[config.mk]
export PLATFORM = sky130hd
export DESIGN_NAME = reorg_address_generator
export DESIGN_NICKNAME = d
export VERILOG_FILES = /design/src/rag_pkg.sv /design/src/rag_ctrl.sv /design/src/rag_dp.sv /design/src/reorg_address_generator.sv
export SDC_FILE = /design/constraint.sdc
export NUM_CORES = 1
export LEC_CHECK = 0
export ABC_AREA = 1
export BUFFER_PORTS_ARGS = -buffer_cell sky130_fd_sc_hd__buf_4
export CAP_MARGIN = 5
export CORE_MARGIN = 2
export CORE_UTILIZATION = 44
export CTS_BUF_LIST = sky130_fd_sc_hd__clkbuf_16
export DETAILED_ROUTE_END_ITERATION = 12
export HOLD_SLACK_MARGIN = 0.03
export PLACE_DENSITY = 0.65
export SYNTH_ARGS = -nofsm -noshare
export SYNTH_HDL_FRONTEND = slang
export SYNTH_HIERARCHICAL = 1
export SYNTH_SLANG_ARGS = --single-unit
[constraint.sdc]
create_clock -name clk_i -period 13.3 [get_ports clk_i]
set_input_delay 0.665 -clock clk_i [delete_from_list [all_inputs] [get_ports clk_i]]
set_output_delay 0.665 -clock clk_i [all_outputs]
set_load 0.01 [all_outputs]
[src/rag_pkg.sv]
package rag_pkg;

  // Legal maxima of the walked tensor
  localparam int unsigned MAX_BATCH    = 16;
  localparam int unsigned MAX_CHANNELS = 1024;
  localparam int unsigned MAX_DIM      = 1024;

  // Register and counter widths
  localparam int unsigned NB_W    = 5;   // batches register
  localparam int unsigned DIMR_W  = 11;  // channels, height, width registers
  localparam int unsigned CFG_W   = 11;  // widest register
  localparam int unsigned IDX_W   = 3;   // register index
  localparam int unsigned BCNT_W  = 4;   // batch counter
  localparam int unsigned CNT_W   = 10;  // channel, row and column counters
  localparam int unsigned OC_W    = 9;   // channels / 4, 1..256
  localparam int unsigned SUB_W   = 8;   // channel remainder
  localparam int unsigned H2_W    = 12;
  localparam int unsigned W2_W    = 11;
  localparam int unsigned MUL_A_W = 12;
  localparam int unsigned MUL_B_W = 24;
  localparam int unsigned ACC_W   = 36;

  // Sequencer lengths
  localparam int unsigned DIV_STEPS = CNT_W;
  localparam int unsigned MUL_STEPS = 6;
  localparam int unsigned STEP_W    = 4;

  typedef enum logic [1:0] {
    ST_IDLE,
    ST_DIV,
    ST_MUL,
    ST_DONE
  } state_e;

  typedef enum logic [2:0] {
    MUL_LIN_C,
    MUL_LIN_H,
    MUL_LIN_W,
    MUL_REO_C,
    MUL_REO_H,
    MUL_REO_W
  } mul_op_e;

  typedef enum logic [IDX_W-1:0] {
    REG_BATCHES,
    REG_CHANNELS,
    REG_HEIGHT,
    REG_WIDTH,
    REG_DIRECTION
  } reg_idx_e;

  // Clamped tensor shape as seen by the datapath
  typedef struct packed {
    logic [NB_W-1:0]   nb;
    logic [DIMR_W-1:0] nc;
    logic [DIMR_W-1:0] nh;
    logic [DIMR_W-1:0] nw;
    logic [OC_W-1:0]   oc;
    logic              direction;
  } rag_cfg_t;

  typedef struct packed {
    logic    start;
    logic    div_step;
    logic    mul_en;
    mul_op_e mul_op;
    logic    finish;
  } rag_cmd_t;

  typedef struct packed {
    logic out_busy;
  } rag_sts_t;

endpackage

[src/rag_ctrl.sv]
module rag_ctrl (
  input  logic              clk_i,
  input  logic              rst_ni,
  input  logic              in_valid_i,
  output logic              in_ready_o,
  input  rag_pkg::rag_sts_t sts_i,
  output rag_pkg::rag_cmd_t cmd_o
);
  import rag_pkg::*;

  state_e            state_q, state_d;
  logic [STEP_W-1:0] cnt_q, cnt_d;

  // Next state
  always_comb begin
    state_d = state_q;
    cnt_d   = cnt_q;
    case (state_q)
      ST_IDLE: begin
        if (in_valid_i) begin
          state_d = ST_DIV;
          cnt_d   = '0;
        end
      end
      ST_DIV: begin
        if (cnt_q == STEP_W'(DIV_STEPS - 1)) begin
          state_d = ST_MUL;
          cnt_d   = '0;
        end else begin
          cnt_d = cnt_q + STEP_W'(1);
        end
      end
      ST_MUL: begin
        if (cnt_q == STEP_W'(MUL_STEPS - 1)) begin
          state_d = ST_DONE;
          cnt_d   = '0;
        end else begin
          cnt_d = cnt_q + STEP_W'(1);
        end
      end
      ST_DONE: begin
        if (!sts_i.out_busy) begin
          state_d = ST_IDLE;
        end
      end
      default: begin
        state_d = ST_IDLE;
        cnt_d   = '0;
      end
    endcase
  end

  // Outputs
  always_comb begin
    in_ready_o      = 1'b0;
    cmd_o           = '0;
    cmd_o.mul_op    = mul_op_e'(cnt_q[2:0]);
    case (state_q)
      ST_IDLE: begin
        in_ready_o  = 1'b1;
        cmd_o.start = in_valid_i;
      end
      ST_DIV:  cmd_o.div_step = 1'b1;
      ST_MUL:  cmd_o.mul_en   = 1'b1;
      ST_DONE: cmd_o.finish   = !sts_i.out_busy;
      default: in_ready_o     = 1'b0;
    endcase
  end

  always_ff @(posedge clk_i or negedge rst_ni) begin
    if (!rst_ni) begin
      state_q <= ST_IDLE;
      cnt_q   <= '0;
    end else begin
      state_q <= state_d;
      cnt_q   <= cnt_d;
    end
  end

  a_accept_starts_div: assert property (@(posedge clk_i) disable iff (!rst_ni)
    in_valid_i && in_ready_o |=> state_q == ST_DIV)
    else $error("accepted transfer did not start the divider");

  a_finish_only_when_free: assert property (@(posedge clk_i) disable iff (!rst_ni)
    cmd_o.finish |-> !sts_i.out_busy)
    else $error("result loaded over a stalled output");

  a_mul_step_range: assert property (@(posedge clk_i) disable iff (!rst_ni)
    state_q == ST_MUL |-> cnt_q < STEP_W'(MUL_STEPS))
    else $error("multiply step out of range");

endmodule

[src/rag_dp.sv]
module rag_dp #(
  parameter int unsigned ADDR_BITS = 34
) (
  input  logic                 clk_i,
  input  logic                 rst_ni,
  input  rag_pkg::rag_cfg_t    cfg_i,
  input  rag_pkg::rag_cmd_t    cmd_i,
  input  logic                 restart_i,
  input  logic                 out_ready_i,
  output rag_pkg::rag_sts_t    sts_o,
  output logic                 out_valid_o,
  output logic [ADDR_BITS-1:0] rd_addr_o,
  output logic [ADDR_BITS-1:0] wr_addr_o,
  output logic                 last_o
);
  import rag_pkg::*;

  // Walk position
  logic [BCNT_W-1:0] batch_q, batch_d;
  logic [CNT_W-1:0]  chan_q, chan_d, row_q, row_d, col_q, col_d;

  // Channel divider: remainder and dividend/quotient shift register
  logic [SUB_W-1:0]  rem_q, rem_d;
  logic [CNT_W-1:0]  quo_q, quo_d;
  logic [SUB_W:0]    div_shift;
  logic              div_ge;

  // Shared multiply-add
  logic [ACC_W-1:0]   lin_q, lin_d, reo_q, reo_d, mac;
  logic [MUL_A_W-1:0] mul_a;
  logic [MUL_B_W-1:0] mul_b;
  logic [H2_W-1:0]    addend, h2;
  logic [W2_W-1:0]    w2;

  logic end_w, end_h, end_c, end_b, last_d;

  logic                 out_valid_q;
  logic [ADDR_BITS-1:0] rd_q, wr_q;
  logic                 last_q;

  // Walk ends; a counter at or past a shrunk limit counts as the final one
  always_comb begin
    end_w  = ({1'b0, col_q}  + DIMR_W'(1)) >= cfg_i.nw;
    end_h  = ({1'b0, row_q}  + DIMR_W'(1)) >= cfg_i.nh;
    end_c  = ({1'b0, chan_q} + DIMR_W'(1)) >= cfg_i.nc;
    end_b  = ({1'b0, batch_q} + NB_W'(1))  >= cfg_i.nb;
    last_d = end_w && end_h && end_c && end_b;
  end

  always_comb begin
    batch_d = batch_q;
    chan_d  = chan_q;
    row_d   = row_q;
    col_d   = col_q;
    if (cmd_i.start && restart_i) begin
      batch_d = '0;
      chan_d  = '0;
      row_d   = '0;
      col_d   = '0;
    end else if (cmd_i.finish) begin
      if (!end_w) begin
        col_d = col_q + CNT_W'(1);
      end else begin
        col_d = '0;
        if (!end_h) begin
          row_d = row_q + CNT_W'(1);
        end else begin
          row_d = '0;
          if (!end_c) begin
            chan_d = chan_q + CNT_W'(1);
          end else begin
            chan_d  = '0;
            batch_d = end_b ? '0 : batch_q + BCNT_W'(1);
          end
        end
      end
    end
  end

  // Restoring division of the channel by channels/4, one bit per step
  always_comb begin
    div_shift = {rem_q, quo_q[CNT_W-1]};
    div_ge    = div_shift >= cfg_i.oc;
    rem_d     = rem_q;
    quo_d     = quo_q;
    if (cmd_i.start) begin
      rem_d = '0;
      quo_d = restart_i ? '0 : chan_q;
    end else if (cmd_i.div_step) begin
      rem_d = div_ge ? SUB_W'(div_shift - cfg_i.oc) : SUB_W'(div_shift);
      quo_d = {quo_q[CNT_W-2:0], div_ge};
    end
  end

  // Reorganized coordinates from the phase (quotient)
  assign h2 = H2_W'({row_q, 1'b0}) + H2_W'(quo_q[CNT_W-1:1]);
  assign w2 = {col_q, quo_q[0]};

  always_comb begin
    mul_a  = '0;
    mul_b  = '0;
    addend = '0;
    case (cmd_i.mul_op)
      MUL_LIN_C: begin
        mul_a  = MUL_A_W'(cfg_i.nc);
        mul_b  = MUL_B_W'(batch_q);
        addend = H2_W'(chan_q);
      end
      MUL_LIN_H: begin
        mul_a  = MUL_A_W'(cfg_i.nh);
        mul_b  = lin_q[MUL_B_W-1:0];
        addend = H2_W'(row_q);
      end
      MUL_LIN_W: begin
        mul_a  = MUL_A_W'(cfg_i.nw);
        mul_b  = lin_q[MUL_B_W-1:0];
        addend = H2_W'(col_q);
      end
      MUL_REO_C: begin
        mul_a  = MUL_A_W'(cfg_i.oc);
        mul_b  = MUL_B_W'(batch_q);
        addend = H2_W'(rem_q);
      end
      MUL_REO_H: begin
        mul_a  = {cfg_i.nh, 1'b0};
        mul_b  = reo_q[MUL_B_W-1:0];
        addend = h2;
      end
      MUL_REO_W: begin
        mul_a  = {cfg_i.nw, 1'b0};
        mul_b  = reo_q[MUL_B_W-1:0];
        addend = H2_W'(w2);
      end
      default: begin
        mul_a  = '0;
        mul_b  = '0;
        addend = '0;
      end
    endcase
    mac = ACC_W'(mul_a) * ACC_W'(mul_b) + ACC_W'(addend);
  end

  always_comb begin
    lin_d = lin_q;
    reo_d = reo_q;
    if (cmd_i.mul_en) begin
      case (cmd_i.mul_op)
        MUL_LIN_C, MUL_LIN_H, MUL_LIN_W: lin_d = mac;
        MUL_REO_C, MUL_REO_H, MUL_REO_W: reo_d = mac;
        default: lin_d = lin_q;
      endcase
    end
  end

  always_ff @(posedge clk_i or negedge rst_ni) begin
    if (!rst_ni) begin
      batch_q     <= '0;
      chan_q      <= '0;
      row_q       <= '0;
      col_q       <= '0;
      out_valid_q <= 1'b0;
    end else begin
      batch_q <= batch_d;
      chan_q  <= chan_d;
      row_q   <= row_d;
      col_q   <= col_d;
      if (cmd_i.finish) begin
        out_valid_q <= 1'b1;
      end else if (out_ready_i) begin
        out_valid_q <= 1'b0;
      end
    end
  end

  always_ff @(posedge clk_i) begin
    rem_q <= rem_d;
    quo_q <= quo_d;
    lin_q <= lin_d;
    reo_q <= reo_d;
    if (cmd_i.finish) begin
      rd_q   <= cfg_i.direction ? ADDR_BITS'(lin_q) : ADDR_BITS'(reo_q);
      wr_q   <= cfg_i.direction ? ADDR_BITS'(reo_q) : ADDR_BITS'(lin_q);
      last_q <= last_d;
    end
  end

  assign sts_o.out_busy = out_valid_q && !out_ready_i;
  assign out_valid_o    = out_valid_q;
  assign rd_addr_o      = rd_q;
  assign wr_addr_o      = wr_q;
  assign last_o         = last_q;

  a_finish_fills_output: assert property (@(posedge clk_i) disable iff (!rst_ni)
    cmd_i.finish |=> out_valid_q)
    else $error("finished item did not reach the output register");

  a_restart_clears_walk: assert property (@(posedge clk_i) disable iff (!rst_ni)
    cmd_i.start && restart_i |=>
      batch_q == '0 && chan_q == '0 && row_q == '0 && col_q == '0)
    else $error("restart did not return the walk to the first element");

  a_last_wraps_walk: assert property (@(posedge clk_i) disable iff (!rst_ni)
    cmd_i.finish && last_d |=>
      batch_q == '0 && chan_q == '0 && row_q == '0 && col_q == '0)
    else $error("walk did not wrap after the final element");

endmodule

[src/reorg_address_generator.sv]
// Reorg address generator: walks a batch x channel x height x width tensor in
// batch, channel, row, column order and gives, for each element, the linear
// index and the space-to-depth reorganized index as a read/write address pair.
//
// Channels:
//   s_axis  - one transfer per element; bit 0 of tdata is restart, which
//             returns the walk to the first element before the pair is formed.
//   m_axis  - one transfer per element carrying read and write address;
//             tlast marks the final element of the tensor, after which the
//             walk wraps to the first element.
//   cfg     - register writes (batches, channels, height, width, direction),
//             taken at any edge with cfg_we_i high; issue them only while idle.
//             Direction 0 reads at the reorganized index, 1 writes there.
// Sequence: each element is accepted, runs through the bit-serial channel
//   divider (channel / (channels/4)), then through the shared multiply-add
//   unit forming both indices, and finally loads the result register, from
//   which it is offered on m_axis.
// Reset: shape returns to 1 x 4 x 1 x 1, forward direction, walk at element 0.
// Stall: the result register holds while m_axis_tready is low; the next
//   element is accepted and worked on meanwhile, and waits at its end.
module reorg_address_generator #(
  parameter int unsigned ADDR_BITS = 34
) (
  input  logic                                         clk_i,
  input  logic                                         rst_ni,
  // Configuration write port
  input  logic                                         cfg_we_i,
  input  logic [rag_pkg::IDX_W-1:0]                    cfg_index_i,
  input  logic [rag_pkg::CFG_W-1:0]                    cfg_data_i,
  // Element requests; tdata: [0] restart
  input  logic                                         s_axis_tvalid,
  output logic                                         s_axis_tready,
  input  logic [7:0]                                   s_axis_tdata,
  // Address pairs; tdata: read_address, then write_address, zero padded
  output logic                                         m_axis_tvalid,
  input  logic                                         m_axis_tready,
  output logic [((2*ADDR_BITS+7)/8)*8-1:0]             m_axis_tdata,
  output logic                                         m_axis_tlast
);
  import rag_pkg::*;

  localparam int unsigned TDATA_W = ((2 * ADDR_BITS + 7) / 8) * 8;

  logic [NB_W-1:0]   batches_q;
  logic [DIMR_W-1:0] channels_q, height_q, width_q;
  logic              direction_q;

  rag_cfg_t cfg;
  rag_cmd_t cmd;
  rag_sts_t sts;

  logic [ADDR_BITS-1:0] rd_addr, wr_addr;

  // Register file; writes to unknown indices are dropped
  always_ff @(posedge clk_i or negedge rst_ni) begin
    if (!rst_ni) begin
      batches_q   <= NB_W'(1);
      channels_q  <= DIMR_W'(4);
      height_q    <= DIMR_W'(1);
      width_q     <= DIMR_W'(1);
      direction_q <= 1'b0;
    end else if (cfg_we_i) begin
      case (reg_idx_e'(cfg_index_i))
        REG_BATCHES:   batches_q   <= cfg_data_i[NB_W-1:0];
        REG_CHANNELS:  channels_q  <= cfg_data_i[DIMR_W-1:0];
        REG_HEIGHT:    height_q    <= cfg_data_i[DIMR_W-1:0];
        REG_WIDTH:     width_q     <= cfg_data_i[DIMR_W-1:0];
        REG_DIRECTION: direction_q <= cfg_data_i[0];
        default:       direction_q <= direction_q;
      endcase
    end
  end

  // Clamp the shape: zero counts as one, oversize saturates to the maximum
  always_comb begin
    cfg.nb = (batches_q == '0) ? NB_W'(1) :
             (batches_q > NB_W'(MAX_BATCH)) ? NB_W'(MAX_BATCH) : batches_q;
    cfg.nc = (channels_q == '0) ? DIMR_W'(1) :
             (channels_q > DIMR_W'(MAX_CHANNELS)) ? DIMR_W'(MAX_CHANNELS) : channels_q;
    cfg.nh = (height_q == '0) ? DIMR_W'(1) :
             (height_q > DIMR_W'(MAX_DIM)) ? DIMR_W'(MAX_DIM) : height_q;
    cfg.nw = (width_q == '0) ? DIMR_W'(1) :
             (width_q > DIMR_W'(MAX_DIM)) ? DIMR_W'(MAX_DIM) : width_q;
    // Channel group size, never below one
    cfg.oc = (cfg.nc[DIMR_W-1:2] == '0) ? OC_W'(1) : OC_W'(cfg.nc[DIMR_W-1:2]);
    cfg.direction = direction_q;
  end

  rag_ctrl u_ctrl (
    .clk_i      (clk_i),
    .rst_ni     (rst_ni),
    .in_valid_i (s_axis_tvalid),
    .in_ready_o (s_axis_tready),
    .sts_i      (sts),
    .cmd_o      (cmd)
  );

  rag_dp #(
    .ADDR_BITS (ADDR_BITS)
  ) u_dp (
    .clk_i       (clk_i),
    .rst_ni      (rst_ni),
    .cfg_i       (cfg),
    .cmd_i       (cmd),
    .restart_i   (s_axis_tdata[0]),
    .out_ready_i (m_axis_tready),
    .sts_o       (sts),
    .out_valid_o (m_axis_tvalid),
    .rd_addr_o   (rd_addr),
    .wr_addr_o   (wr_addr),
    .last_o      (m_axis_tlast)
  );

  assign m_axis_tdata = TDATA_W'({wr_addr, rd_addr});

  a_no_accept_while_busy: assert property (@(posedge clk_i) disable iff (!rst_ni)
    s_axis_tvalid && s_axis_tready |=> !s_axis_tready)
    else $error("second transfer accepted while an element is in work");

  a_result_holds_on_stall: assert property (@(posedge clk_i) disable iff (!rst_ni)
    m_axis_tvalid && !m_axis_tready |=> m_axis_tvalid)
    else $error("stalled result dropped");

  a_oc_nonzero: assert property (@(posedge clk_i) disable iff (!rst_ni)
    cmd.div_step |-> cfg.oc != '0)
    else $error("channel group size is zero");

endmodule

After elaboration in Yosys (flattened, before gate mapping)
Cells that the tools add are included.

storage, ports and cells
  bits of input ports = 27
  word-level logic and storage cells = 150
  output and inout bits = 75
  register bits after elaboration = 235

operators by class
  reduce and logical (&&, ||, !) cells = 39
  multiplexer cells = 52
  add/sub/neg operators = 12
  order comparisons = 9
  multiply operators = 1
  equality and inequality tests = 18

operators with widths
  cell                                                   number
  2-to-1 mux 10 bit                                      15
  one-hot mux 12 bit (6 select lines)                    2
  one-hot mux 24 bit (3 select lines)                    1
  2-to-1 mux 34 bit                                      2
  2-to-1 mux 11 bit                                      6
  2-to-1 mux 4 bit                                       9
  adder 34 x 12 -> 34 bit                                1
  multiplier 12 x 24 -> 34 bit                           1
  adder 10 x 1 -> 11 bit, second input constant          3
  >= comparator 11 bit                                   3
  greater-than comparator 11 bit, second input constant  3
  logical NOT 11 bit                                     3
  adder 10 x 1 -> 10 bit, second input constant          3
  AND reduction 2 bit                                    9
  adder 11 x 9 -> 12 bit                                 1
  equality test 3 x 2 -> 1 bit, second input constant    4
  one-hot mux 4 bit (3 select lines)                     1
  nonzero test 2 bit                                     6
  2-to-1 mux 5 bit                                       2
  equality test 3 bit, second input constant             3
  >= comparator 9 bit                                    1
  logical NOT 9 bit                                      1
  2-to-1 mux 9 bit                                       1
  adder 4 x 1 -> 4 bit, second input constant            2
  other kinds (25)                                       48

Longest topological paths before layout
  depth in word-level cells = 10
  mapped depth = 36
  gate-level depth less buffers = 35

By module
The synthesis kept the hierarchy.

modules (own cells, without submodules)
  module                   cells an instance  area an instance (µm²)  times used
  rag_dp                   2,500              20,427.1                1
  reorg_address_generator  271                2,142.1                 1
  rag_ctrl                 59                 460.4                   1

Worst setup path after synthesis
Ideal clock, no wire load.

  path type = register -> register
  start point = reg width_q[2]
  end point = reg u_dp.lin_q[21] (data pin)
  cell stages (with the launch flop) = 29
  path slack = 7,416 ps
  arrival time = 5,621 ps
  period minus slack after synthesis = 5,884 ps
  required time = 13,036 ps
  path through = dfrtp_1 -> nor2_1 -> nand4_1 -> o21ai_1 -> inv_1 -> nor2_1 -> nand4_1 -> nand2_1 -> nor2_1 -> nand2_1 -> inv_1 -> buf_2 -> nor2_1 -> fa_1 -> fa_1 -> fa_1 -> fa_1 -> inv_1 -> fa_1 -> inv_1 -> ha_1 -> nand2_1 -> nor2_1 -> inv_1 -> nor3_1 -> nand2_1 -> nand2_1 -> a21oi_1 -> xnor2_1

RTL lines
  element                   RTL line                       text
  start: declaration        reorg_address_generator.sv:45  logic [DIMR_W-1:0] channels_q, height_q, width_q;
  start signal: assignment  reorg_address_generator.sv:67  REG_WIDTH: width_q <= cfg_data_i[DIMR_W-1:0];
  end signal: assignment    rag_dp.sv:178                  lin_q <= lin_d;
  end: declaration          rag_dp.sv:29                   logic [ACC_W-1:0] lin_q, lin_d, reo_q, reo_d, mac;

Worst setup path in the final report
  start point = reg u_ctrl.cnt_q[2]
  end point = reg u_dp.lin_q[31] (data pin)

on the way
  longest elaborated chain between the ends = 5

RTL lines
  element                                      RTL line        text
  start: declaration                           rag_ctrl.sv:12  logic [STEP_W-1:0] cnt_q, cnt_d;
  start signal: assignment                     rag_ctrl.sv:76  cnt_q <= cnt_d;
  equality test 3 bit (tied with other cells)  rag_dp.sv:103   case (cmd_i.mul_op)
  OR reduction 2 bit (no source line)          n/a
  one-hot mux 24 bit (3 select lines)          rag_dp.sv:103
  multiplier 12 x 24 -> 34 bit                 rag_dp.sv:140   mac = ACC_W'(mul_a) * ACC_W'(mul_b) + ACC_W'(addend);
  adder 34 x 12 -> 34 bit (*)                  rag_dp.sv:140
  via u_dp.mac[31]                             rag_dp.sv:29

Mark *: on every way through the listed nets, which the timed path passes. The rest lies on a longest branch.
A chain may end at the register's enable or synchronous reset.

==> key figures <==
Logic synthesis
  • Synth warn: 6
  • Asr flop ratio synth: 34.0%
  • Netlist area before placement: 23,000 um2
  • Syn Inst Count: 2,830
  • Most used DFF post-synth: edfxtp_1
  • Largest cells by area after synthesis: fa_1 20%, edfxtp_1 19%, nand2_1 11%
  • Sequential fraction of the synthesis area: 28.6%
  • Syn Area/Cell: 8.14 um2
  • Flops & latches, synth: 235
  • Yosys top cell by area: fa_1
  • Count leader, synth: nand2_1
  • Share of Yosys cell area claimed by the top area cell type: 20.2%
  • Most frequent cells after synthesis: 659 x nand2_1, 636 x inv_1, 232 x fa_1, 232 x nor2_1, 149 x ha_1
  • Post-synth EDFFs: 147
  • Synth cell types: 59

Timing
  • Tcrit/Tclk final: 60.2%
  • Max_slew headroom: 23.2%
  • Final setup fails: 0
  • Worst Skew: 47.6 ps
  • Worst-margin pin slew: 1150 ps
  • Crit path time final: 8010 ps
  • Max Slew Vio Count: 0
  • RSZ-0062 raised after global routing: no
  • Sum Neg Setup Slack: 0 ps
  • Fin. Hold Viols: 0
  • Fmax achieved: 125 MHz
  • Setup WS post-layout: 5290 ps

Clock tree
  • Setup Buffers After CTS: 0
  • CTS root buffer: clkbuf_16
  • CTS tree: yes
  • # clock sinks: 235
  • Num CTS Buffers: 26
  • Worst-case clock buffer depth: 3
  • Clk slew on worst S/H paths: 60 ps
  • Worst skew pair latency: 580 ps
  • # H-tree levels: 1
  • Post-CTS sizing: 0

Worst setup path
  • CP peak stage delay: 900 ps
  • Crit Path Max Fanout: 24
  • Startpoint Class: flop
  • Critical path class: flop to flop
  • Crit-path slowest cell: or3_1
  • Setup crit end kind: flop
  • Arr. time, crit path: 8260 ps
  • Req. time, crit path: 13,560 ps
  • Crit-path cells: nand2_2 -> nor2_4 -> inv_2 -> o22ai_1 -> or3_1 -> nand2_1 -> fa_1 -> fa_1 -> inv_1 -> fa_1 -> fa_1 -> inv_1 -> fa_1 -> inv_1 -> ha_1 -> a21oi_1 -> o21ai_0 -> a21oi_1 -> nor2_1 -> nor2_1 -> nand2_1 -> nand2_1 -> nand2_1
  • Most frequent CP cell: fa_1

Detailed routing
  • Routed len/inst: 17.3 um
  • Routed WL: 62,100 um
  • Detailed-route DRC error count: 0
  • Vias per cell: 5.21
  • Vias: 18,710
  • Initial DRC Count: 1,478
  • TritonRoute pass-1 iters: 6
  • Antenna viol nets, final: 0

Place
  • Pre-CTS setup slack: 5480 ps
  • Dpl hpwl: 49,700 um
  • Routability cong.: 0.957
  • IO Port Bufs: 90

Final layout
  • P&R area growth vs syn: 9.04%
  • Share of cells above drive strength 1: 8.01%
  • Fill count: 4,929
  • Multi-input gate area: 13,600 um2
  • Register area: 6590 um2
  • Nets: 3,298
  • Antenna diodes: 0
  • Final design utilization: 48.8%

Pwr
  • P_sw: 3.03 mW
  • Sw Share: 51.8%
  • Seq pwr share: 22.9%
  • Worst VDD drop: 0.118 mV
  • Pint: 2.82 mW
  • Pwr dens: 233 nW/um2
  • Share of total power in the clock network: 11.9%
  • Comb power frac: 65.1%
  • Leakage: 12.5 nW

Outcome
  • Status: completed

Floorplan
  • DIE HEIGHT: 233 um
  • Die ar.: 54,200 um2
  • Core Area: 51,500 um2
  • Boundary Pins: 102
  • DIE WIDTH: 233 um
  • Initial Util: 44.7%
  • Rows: 83

GRT
  • Antenna violations before repair: 0
  • Largest net degree at the start of global routing: 113
  • Vias in the first global route: 18,773
  • GRT overflow: 0
  • GR Util All Layers: 23.5%
  • First-pass GRT wire length: 99,100 um

Run
  • Max-Cap Viols: 0

Hold path
  • Worst hold path type: input pin to flop
worst paths after layout:
kind | from | to | slack, ps | cells after the start
worst max-delay path | u_ctrl/cnt_q[2] | u_dp/lin_q[31] | 5290 | 23
worst min-delay path | cfg_we_i | direction_q | 410 | 3
worst max register to register | u_ctrl/cnt_q[2] | u_dp/lin_q[31] | 5290 | 23
worst min register to register | width_q[0] | width_q[0] | 480 | 2
max in group asynchronous | rst_ni | direction_q | 11590 | 3
min in group asynchronous | rst_ni | u_dp/chan_q[7] | 550 | 2
power by group through the flow:
stage	registers, mW	logic, mW	clock network (mW)
after floorplan	1.33	2.65	0
after global placement	1.34	3.69	0
final	1.34	3.81	0.700
after CTS	1.34	3.79	0.712
after global routing	1.36	4.31	0.743
after detailed placement	1.35	3.77	0
cells by family (layout without fill, tap and decap cells):
logic type,Yosys count,after routing,share of synthesized area [%]
muxes,1,1,0.0435
and+or+nand+nor,1089,1089,19.7
other,1,4,0.0163
xor gates and xnor gates,48,48,1.83
AOI/OAI and AO/OA,344,344,8.97
buffers and inverters,731,807,12.6
adders and majority gates,381,381,28.3
DFF,235,235,28.6
final cells by class:
| class | count | share of cell area [%] |
|---|---|---|
| multi-input combinational | 1867 | 54.1 |
| sequential | 235 | 26.2 |
| inverter | 649 | 9.70 |
| tap | 680 | 3.39 |
| timing repair buffer | 111 | 3.33 |
| clock buffer | 27 | 2.69 |
| clock inverter | 20 | 0.603 |
flip-flops by register name, indices dropped and copies added (netlist names), 2 cells and up:
register	count
batches_q	5
channels_q	11
height_q	11
u_ctrl/cnt_q	4
u_ctrl/state_q	2
u_dp/batch_q	4
u_dp/chan_q	10
u_dp/col_q	10
u_dp/lin_q	34
u_dp/quo_q	10
u_dp/rd_addr_o	34
u_dp/rem_q	8
u_dp/reo_q	34
u_dp/row_q	10
u_dp/wr_addr_o	34
width_q	11
critical path, delay by kind of cell (launching register included):
kind / cells / cell delay (ps)
AOI/OAI and AO/OA: 4 / 840
buffers and inverters: 4 / 370
adders and majority gates: 6 / 3060
DFF: 1 / 690
and+or+nand+nor: 9 / 2690
metal layers:
metal  vias to the layer above  global-route usage (%)  part of all wire, %
met4                         0                    6.31                  2.6
li1                       8887                       -                    -
met2                       678                    36.6                   44
met1                      9061                    34.0                   46
met5                         -                       0                    0
met3                        84                    3.48                  7.9
placed cells by master (no fill, tap or decap), types with 5 or more instances in the layout:
master,Yosys,layout
o22ai_2,10,10
a22oi_1,7,7
o22ai_1,47,47
edfxtp_1,147,147
o21ai_2,17,17
nand2_1,659,659
dfxtp_1,8,8
ha_1,149,149
xnor2_1,7,7
nand3b_1,5,5
nor2_2,5,5
inv_1,636,639
buf_4,17,110
inv_2,13,14
nand3_1,99,99
nor3_1,22,22
a21oi_1,85,84
clkbuf_16,0,27
nand2_2,9,9
xor2_1,41,41
o21bai_1,5,5
a21o_1,5,5
o21ai_0,122,122
nor2_1,232,230
o21ai_1,22,22
fa_1,232,232
nand4_1,33,33
dfrtp_1,76,75
what timing repair did:
item / in CTS / in global routing
hold endpoints to repair: 24 / 0
hold buffers: 1 / 0
endpoints found under the setup margin: 0 / 0
stage by stage:
step / cells / power (mW) / hold slack (ps) / area, um2
2_1_floorplan: 2833 / 3.98 / 369 / 23000
3_3_place_gp: 3541 / 5.03 / 467 / 24300
3_5_place_dp: 3541 / 5.12 / 474 / 24300
4_1_cts: 3589 / 5.84 / 387 / 25100
5_1_grt: 3589 / 6.42 / 423 / 25100
6_report: 3589 / 5.85 / 405 / 25100
(Power assumes the default switching activity.)
